<file path="src/sv/olad_pkg.sv">
// types and codes shared by the ordered list unit
package olad_pkg;

    // stream widths
    localparam int VALUE_W   = 32;
    localparam int POS_W     = 4;
    localparam int S_TDATA_W = 32;
    localparam int S_TUSER_W = 2;
    localparam int M_TDATA_W = 40;
    localparam int M_TUSER_W = 3;

    // most results one read out gives
    localparam int MAX_RESULTS = 16;

    // operation codes carried in s_tuser
    localparam logic [S_TUSER_W-1:0] FUNC_APPEND = 2'd0;
    localparam logic [S_TUSER_W-1:0] FUNC_DELETE = 2'd1;
    localparam logic [S_TUSER_W-1:0] FUNC_READ   = 2'd2;

    // result status codes carried in m_tuser
    typedef logic [M_TUSER_W-1:0] status_t;
    localparam status_t ST_OK        = 3'd0;
    localparam status_t ST_FULL      = 3'd1;
    localparam status_t ST_NOT_FOUND = 3'd2;
    localparam status_t ST_EMPTY     = 3'd3;
    localparam status_t ST_ELEM      = 3'd4;

    // controller to datapath commands
    typedef struct packed {
        logic    mem_we;
        logic    wr_from_rd;
        logic    rd_en;
        logic    key_ld;
        logic    out_ld;
        status_t out_status;
        logic    out_elem_rd;
        logic    out_last;
    } olad_cmd_t;

    // datapath to controller status
    typedef struct packed {
        logic match;
        logic out_free;
    } olad_sts_t;

endpackage

</file>
<file path="src/sv/ordered_list_append_delete_key_unit.sv">
// Ordered list unit: append, delete first match, read out head to tail.
// Append and empty read out: item taken, result in the next cycle; an unused code is taken with no result.
// Delete: read and compare each entry to the key, then shift each entry behind the match toward the head.
// Read out: for each entry, a registered store read then the result load.
// A stalled result holds the sequence; a new item is taken only when idle.
// Reset clears the fill count and result valid; store contents are kept.
module ordered_list_append_delete_key_unit #(
    parameter int DEPTH = 16
) (
    input  logic                            aclk,
    input  logic                            aresetn,
    input  logic                            s_tvalid,
    output logic                            s_tready,
    input  logic [olad_pkg::S_TDATA_W-1:0]  s_tdata,   // value[31:0]
    input  logic [olad_pkg::S_TUSER_W-1:0]  s_tuser,   // func[1:0]
    output logic                            m_tvalid,
    input  logic                            m_tready,
    output logic [olad_pkg::M_TDATA_W-1:0]  m_tdata,   // element[31:0], position[35:32]
    output logic [olad_pkg::M_TUSER_W-1:0]  m_tuser,   // status[2:0]
    output logic                            m_tlast
);
    import olad_pkg::*;

    localparam int IDX_W = $clog2(DEPTH);

    olad_cmd_t        cmd;
    olad_sts_t        sts;
    logic [IDX_W-1:0] wr_addr;
    logic [IDX_W-1:0] rd_addr;
    logic [POS_W-1:0] out_pos;

    // sequencer
    olad_ctrl #(
        .DEPTH(DEPTH)
    ) u_ctrl (
        .aclk    (aclk),
        .aresetn (aresetn),
        .s_tvalid(s_tvalid),
        .s_tuser (s_tuser),
        .s_tready(s_tready),
        .sts     (sts),
        .cmd     (cmd),
        .wr_addr (wr_addr),
        .rd_addr (rd_addr),
        .out_pos (out_pos)
    );

    // storage and result register
    olad_dp #(
        .DEPTH(DEPTH)
    ) u_dp (
        .aclk    (aclk),
        .aresetn (aresetn),
        .s_tdata (s_tdata),
        .cmd     (cmd),
        .wr_addr (wr_addr),
        .rd_addr (rd_addr),
        .out_pos (out_pos),
        .sts     (sts),
        .m_tvalid(m_tvalid),
        .m_tready(m_tready),
        .m_tdata (m_tdata),
        .m_tuser (m_tuser),
        .m_tlast (m_tlast)
    );

endmodule

</file>
<file path="src/sv/olad_dp.sv">
// datapath: list store, key compare and result register
module olad_dp #(
    parameter int DEPTH = 16
) (
    input  logic                            aclk,
    input  logic                            aresetn,
    input  logic [olad_pkg::S_TDATA_W-1:0]  s_tdata,
    input  olad_pkg::olad_cmd_t             cmd,
    input  logic [$clog2(DEPTH)-1:0]        wr_addr,
    input  logic [$clog2(DEPTH)-1:0]        rd_addr,
    input  logic [olad_pkg::POS_W-1:0]      out_pos,
    output olad_pkg::olad_sts_t             sts,
    output logic                            m_tvalid,
    input  logic                            m_tready,
    output logic [olad_pkg::M_TDATA_W-1:0]  m_tdata,
    output logic [olad_pkg::M_TUSER_W-1:0]  m_tuser,
    output logic                            m_tlast
);
    import olad_pkg::*;

    logic [VALUE_W-1:0] mem [DEPTH];
    logic [VALUE_W-1:0] rd_data_reg;
    logic [VALUE_W-1:0] key_reg;
    logic [VALUE_W-1:0] wr_data;
    logic               m_tvalid_reg;
    logic [VALUE_W-1:0] elem_reg;
    logic [POS_W-1:0]   pos_reg;
    status_t            status_reg;
    logic               last_reg;

    // write source: new value or the entry just read (shift toward head)
    assign wr_data = cmd.wr_from_rd ? rd_data_reg : s_tdata[VALUE_W-1:0];

    // list store with registered read, and the delete key
    always_ff @(posedge aclk) begin
        if (cmd.mem_we) begin
            mem[wr_addr] <= wr_data;
        end
        if (cmd.rd_en) begin
            rd_data_reg <= mem[rd_addr];
        end
        if (cmd.key_ld) begin
            key_reg <= s_tdata[VALUE_W-1:0];
        end
    end

    // result valid
    always_ff @(posedge aclk) begin
        if (!aresetn) begin
            m_tvalid_reg <= 1'b0;
        end else if (cmd.out_ld) begin
            m_tvalid_reg <= 1'b1;
        end else if (m_tready) begin
            m_tvalid_reg <= 1'b0;
        end
    end

    // result payload
    always_ff @(posedge aclk) begin
        if (cmd.out_ld) begin
            elem_reg   <= cmd.out_elem_rd ? rd_data_reg : '0;
            pos_reg    <= cmd.out_elem_rd ? out_pos : '0;
            status_reg <= cmd.out_status;
            last_reg   <= cmd.out_last;
        end
    end

    // status back to the controller
    assign sts.match    = (rd_data_reg == key_reg);
    assign sts.out_free = !m_tvalid_reg || m_tready;

    assign m_tvalid = m_tvalid_reg;
    assign m_tdata  = {{(M_TDATA_W - VALUE_W - POS_W){1'b0}}, pos_reg, elem_reg};
    assign m_tuser  = status_reg;
    assign m_tlast  = last_reg;

endmodule

</file>
<file path="src/sv/olad_ctrl.sv">
// controller: sequences append, delete scan and shift, and read out
module olad_ctrl #(
    parameter int DEPTH = 16
) (
    input  logic                            aclk,
    input  logic                            aresetn,
    input  logic                            s_tvalid,
    input  logic [olad_pkg::S_TUSER_W-1:0]  s_tuser,
    output logic                            s_tready,
    input  olad_pkg::olad_sts_t             sts,
    output olad_pkg::olad_cmd_t             cmd,
    output logic [$clog2(DEPTH)-1:0]        wr_addr,
    output logic [$clog2(DEPTH)-1:0]        rd_addr,
    output logic [olad_pkg::POS_W-1:0]      out_pos
);
    import olad_pkg::*;

    localparam int IDX_W = $clog2(DEPTH);
    localparam int CNT_W = $clog2(DEPTH + 1);

    typedef enum logic [2:0] {
        S_IDLE,
        S_DEL_RD,
        S_DEL_CMP,
        S_SH_RD,
        S_SH_WR,
        S_RO_RD,
        S_RO_OUT
    } state_t;

    state_t           state_reg, state_next;
    logic [CNT_W-1:0] idx_reg, idx_next;
    logic [CNT_W-1:0] fill_reg, fill_next;
    logic [CNT_W-1:0] idx_p1;
    logic             ro_last;

    assign idx_p1  = idx_reg + CNT_W'(1);
    // final read-out item: tail reached or result limit reached
    assign ro_last = (idx_p1 == fill_reg) || (32'(idx_reg) == 32'(MAX_RESULTS - 1));

    // next state and commands
    always_comb begin
        state_next = state_reg;
        idx_next   = idx_reg;
        fill_next  = fill_reg;
        cmd        = '0;
        wr_addr    = idx_reg[IDX_W-1:0];
        rd_addr    = idx_reg[IDX_W-1:0];
        out_pos    = POS_W'(idx_reg);
        s_tready   = 1'b0;
        unique case (state_reg)
            S_IDLE: begin
                s_tready = sts.out_free;
                if (s_tvalid && sts.out_free) begin
                    unique case (s_tuser)
                        FUNC_APPEND: begin
                            cmd.out_ld   = 1'b1;
                            cmd.out_last = 1'b1;
                            if (fill_reg == CNT_W'(DEPTH)) begin
                                cmd.out_status = ST_FULL;
                            end else begin
                                cmd.mem_we     = 1'b1;
                                wr_addr        = fill_reg[IDX_W-1:0];
                                fill_next      = fill_reg + CNT_W'(1);
                                cmd.out_status = ST_OK;
                            end
                        end
                        FUNC_DELETE: begin
                            cmd.key_ld = 1'b1;
                            idx_next   = '0;
                            state_next = S_DEL_RD;
                        end
                        FUNC_READ: begin
                            if (fill_reg == '0) begin
                                cmd.out_ld     = 1'b1;
                                cmd.out_last   = 1'b1;
                                cmd.out_status = ST_EMPTY;
                            end else begin
                                idx_next   = '0;
                                state_next = S_RO_RD;
                            end
                        end
                        default: begin
                        end
                    endcase
                end
            end
            // fetch the next entry to compare, or report a missing key
            S_DEL_RD: begin
                if (idx_reg >= fill_reg) begin
                    if (sts.out_free) begin
                        cmd.out_ld     = 1'b1;
                        cmd.out_last   = 1'b1;
                        cmd.out_status = ST_NOT_FOUND;
                        state_next     = S_IDLE;
                    end
                end else begin
                    cmd.rd_en  = 1'b1;
                    state_next = S_DEL_CMP;
                end
            end
            S_DEL_CMP: begin
                if (sts.match) begin
                    state_next = S_SH_RD;
                end else begin
                    idx_next   = idx_p1;
                    state_next = S_DEL_RD;
                end
            end
            // read the entry behind the gap, or finish the delete
            S_SH_RD: begin
                if (idx_p1 >= fill_reg) begin
                    if (sts.out_free) begin
                        fill_next      = fill_reg - CNT_W'(1);
                        cmd.out_ld     = 1'b1;
                        cmd.out_last   = 1'b1;
                        cmd.out_status = ST_OK;
                        state_next     = S_IDLE;
                    end
                end else begin
                    cmd.rd_en  = 1'b1;
                    rd_addr    = idx_p1[IDX_W-1:0];
                    state_next = S_SH_WR;
                end
            end
            S_SH_WR: begin
                cmd.mem_we     = 1'b1;
                cmd.wr_from_rd = 1'b1;
                idx_next       = idx_p1;
                state_next     = S_SH_RD;
            end
            S_RO_RD: begin
                cmd.rd_en  = 1'b1;
                state_next = S_RO_OUT;
            end
            // hand one entry to the result register
            S_RO_OUT: begin
                if (sts.out_free) begin
                    cmd.out_ld      = 1'b1;
                    cmd.out_status  = ST_ELEM;
                    cmd.out_elem_rd = 1'b1;
                    cmd.out_last    = ro_last;
                    if (ro_last) begin
                        state_next = S_IDLE;
                    end else begin
                        idx_next   = idx_p1;
                        state_next = S_RO_RD;
                    end
                end
            end
            default: begin
                state_next = S_IDLE;
            end
        endcase
    end

    // state, index and fill count
    always_ff @(posedge aclk) begin
        if (!aresetn) begin
            state_reg <= S_IDLE;
            idx_reg   <= '0;
            fill_reg  <= '0;
        end else begin
            state_reg <= state_next;
            idx_reg   <= idx_next;
            fill_reg  <= fill_next;
        end
    end

endmodule

</file>
<file path="config.mk">
export PLATFORM = sky130hd
export DESIGN_NAME = ordered_list_append_delete_key_unit
export DESIGN_NICKNAME = d
export VERILOG_FILES = /design/src/sv/olad_pkg.sv /design/src/sv/ordered_list_append_delete_key_unit.sv /design/src/sv/olad_dp.sv /design/src/sv/olad_ctrl.sv
export SDC_FILE = /design/constraint.sdc
export NUM_CORES = 1
export LEC_CHECK = 0
export ABC_CLOCK_PERIOD_IN_PS = 8700
export BUFFER_PORTS_ARGS = -buffer_cell sky130_fd_sc_hd__buf_2
export CORE_ASPECT_RATIO = 0.8
export CORE_MARGIN = 4
export CORE_UTILIZATION = 43
export DETAILED_ROUTE_END_ITERATION = 6
export PLACE_DENSITY = 0.63
export SLEW_MARGIN = 20
export SYNTH_ARGS = -nofsm -noshare
export SYNTH_HDL_FRONTEND = slang
export SYNTH_SLANG_ARGS = --single-unit
</file>
<file path="constraint.sdc">
create_clock -name aclk -period 8.7 [get_ports aclk]
set_input_delay 0.87 -clock aclk [delete_from_list [all_inputs] [get_ports aclk]]
set_output_delay 0.87 -clock aclk [all_outputs]
set_load 0.01 [all_outputs]
</file>
==> impl_metrics.ini <==
[sta]
slew_violations = 0
fin_ws_ns = 2.37
post-route-period-util_pct = 72.7
skew_ns = 0.0289
hold_viol = 0
worst_slew_pin_slew_ns = 1.21
fmax_ghz = 0.158
finalCriticalPeriod_ns = 6.33
fin_setup_tns_ns = 0
slew_headroom_pct = 18.9
holdWs_ns = 0.418
grt_setup_unrepaired = no
finalSetupViolCount = 0

[floorplanning]
fp.dieH_um = 249
rows = 87
die_w_um = 309
die-area_um2 = 76800
start_util_pct = 43.8
coreArea_um2 = 71100
pin_count = 84

[place]
io_buffer_count = 79
dpl.hpwl_mm = 55.0
gp_congestion = 0.857
post-place-ws_ns = 2.57

[cts]
cts.path.max_buffers = 3
clkLatencyLatePin_ns = 0.65
clk_pin_slew_worst_paths_ns = 0.07
cts_max_level = 2
cts-root-buf = clkbuf_16
cts_tree = done
ctsResizeCount = 0
cts_buffers = 61
cts_setup_buffers = 0
clkSinkCount = 630
holdBufCountCts = 0

[worst_setup_path]
crit_start = u_ctrl.idx_reg[1]
crit_fanout = 93
rrSetupSlack_ns = 2.37
r2r-start = u_ctrl.idx_reg[1]
worstPathRequired_ns = 9.08
critPathLaunchType = register
reg2reg_depth = 10
arrival_ns = 6.70
r2r-end = u_dp.rd_data_reg[8]
critical_path.endpoint_type = register
crit_end = u_dp.rd_data_reg[8]
path_class = register to register

[synthesis]
synth.avg_cell_area_um2 = 13.2
syn_inst = 2358
synthArstFlopShare_pct = 0
synth_edf_count = 616
synth_cell_type_count = 69
ys_seq_area_share_pct = 60.3
ys.flop_type = edfxtp_1
post-synth-top-area-fraction_pct = 59.4
yosys.area.top_type = edfxtp_1
yosys_warnings = 0
synthTopCellsByArea = edfxtp_1 (59%), mux2i_1 (8.2%), mux4_2 (4.8%)
synth_area_um2 = 31100
ys_seq_elements = 630

[final_layout]
largest_register_ffs = 512
top_register = u_dp.mem
drive_above_1_share_pct = 15.7
final_common_cell = edfxtp_1
layout_common_cells = edfxtp_1 (616), mux2i_1 (254), nand2_1 (200), nor2_1 (195), a211oi_1 (133)
area_delta_synth_final_pct = 11.3
final_core_util_pct = 48.8
num-nets-final = 2429

[route]
ant_nets = 0
routed_wl_mm = 93.7
vias = 21733
vias_per_cell = 6.46
wl_per_cell_um = 27.9
drc_errors = 0
top_layer = met4
route.met2.wl_mm = 41.7
drt-initial-drc-count = 2822
first_pass_iters = 5
wl_met3_mm = 9.86
wl_met1_mm = 39.9

[pwr]
power.leakage_nw = 11.1
vdd_ir_drop_max_uv = 134
powerDensity_nw_per_um2 = 188

[grt]
first_global_vias = 21194
grt_pass1_wl_mm = 138
antenna_found_initial = 1
grt_max_degree = 102
track_usage_pct = 23.7
overflow = 0

[flow_run]
cap_violations = 0

[run_status]
run_status = complete, no violations

[hold_path]
hp-class = input port to register
==> stage by stage <==
stage,cells,area (um^2),power [mW]
floorplan,2361,31100,3.67
global placement,3245,32600,3.80
detailed placement,3245,32600,3.81
CTS,3361,34600,6.53
global route,3362,34700,6.70
finish,3363,34700,6.50
==> cells in the mapped netlist, types with 17 or more instances <==
cell       instances
a2111oi_0         34
a211oi_1         133
a21oi_1           19
a22oi_1           34
and2_1            49
and3_1            34
buf_1             19
buf_2             38
clkbuf_1         113
edfxtp_1         616
mux2_2            38
mux2i_1          254
mux4_2            66
nand2_1          201
nor2_1           213
nor2b_1           31
nor3_1            28
nor4b_1           17
o211ai_1          32
o21ai_0           44
o22ai_1           85
xnor2_1           36
==> power breakdown <==
group / leakage, nW / internal, mW / total (mW) / switching (mW)
Sequential: 5.68 / 3.40 / 3.43 / 0.0248
Combinational: 4.43 / 0.0965 / 0.322 / 0.225
Clock: 1.01 / 1.58 / 2.75 / 1.17
Total: 11.1 / 5.08 / 6.50 / 1.42
==> worst min path at each step <==
stage,start,endpoint,slack [ns],cells past startpoint
2_1_floorplan,u_ctrl.idx_reg[4],u_ctrl.idx_reg[4],0.45,2
3_3_place_gp,u_ctrl.idx_reg[4],u_ctrl.idx_reg[4],0.47,2
3_5_place_dp,u_ctrl.idx_reg[4],u_ctrl.idx_reg[4],0.48,2
4_1_cts,s_tdata[14],u_dp.key_reg[14],0.39,1
5_1_grt,s_tdata[21],u_dp.key_reg[21],0.40,1
6_report,s_tdata[16],u_dp.key_reg[16],0.42,1
==> critical path, cell delays in order, from the launching register on <==
cell,delay [ns]
dfxtp_4,1.07
ha_4,0.68
ha_1,0.37
a21boi_1,0.17
o31a_2,0.54
o21ai_4,0.79
nand2_8,0.66
buf_4,0.58
mux2i_1,0.19
a221o_1,0.37
nor4b_1,0.44
==> per-layer routing <==
layer / vias up / track usage (%)
met3: 184 / 4.59
met1: 11023 / 34.7
met4: 0 / 6.95
met5: - / 0
li1: 9295 / -
met2: 1231 / 35.9
==> final cells by class <==
| cell class | instances | area (um^2) |
|---|---|---|
| fill | 5963 | 36400 |
| sequential | 630 | 18800 |
| multi-input combinational | 1532 | 11800 |
| clock buffer | 79 | 1660 |
| tap | 934 | 1170 |
| timing repair buffer | 133 | 821 |
| clock inverter | 37 | 408 |
| inverter | 17 | 63.8 |
| antenna | 1 | 2.50 |
==> kinds of logic (layout without fill, tap and decap cells) <==
group,after synthesis,after routing,share of synthesized area (%)
compound gates,478,478,11.2
xor+xnor,42,42,1.18
fa+ha+maj,16,16,0.667
buf+inv,199,266,2.76
flops,630,630,60.3
mux,358,358,14.3
other cells,1,5,0.0120
simple gates,634,634,9.55
(Power assumes the default switching activity.)
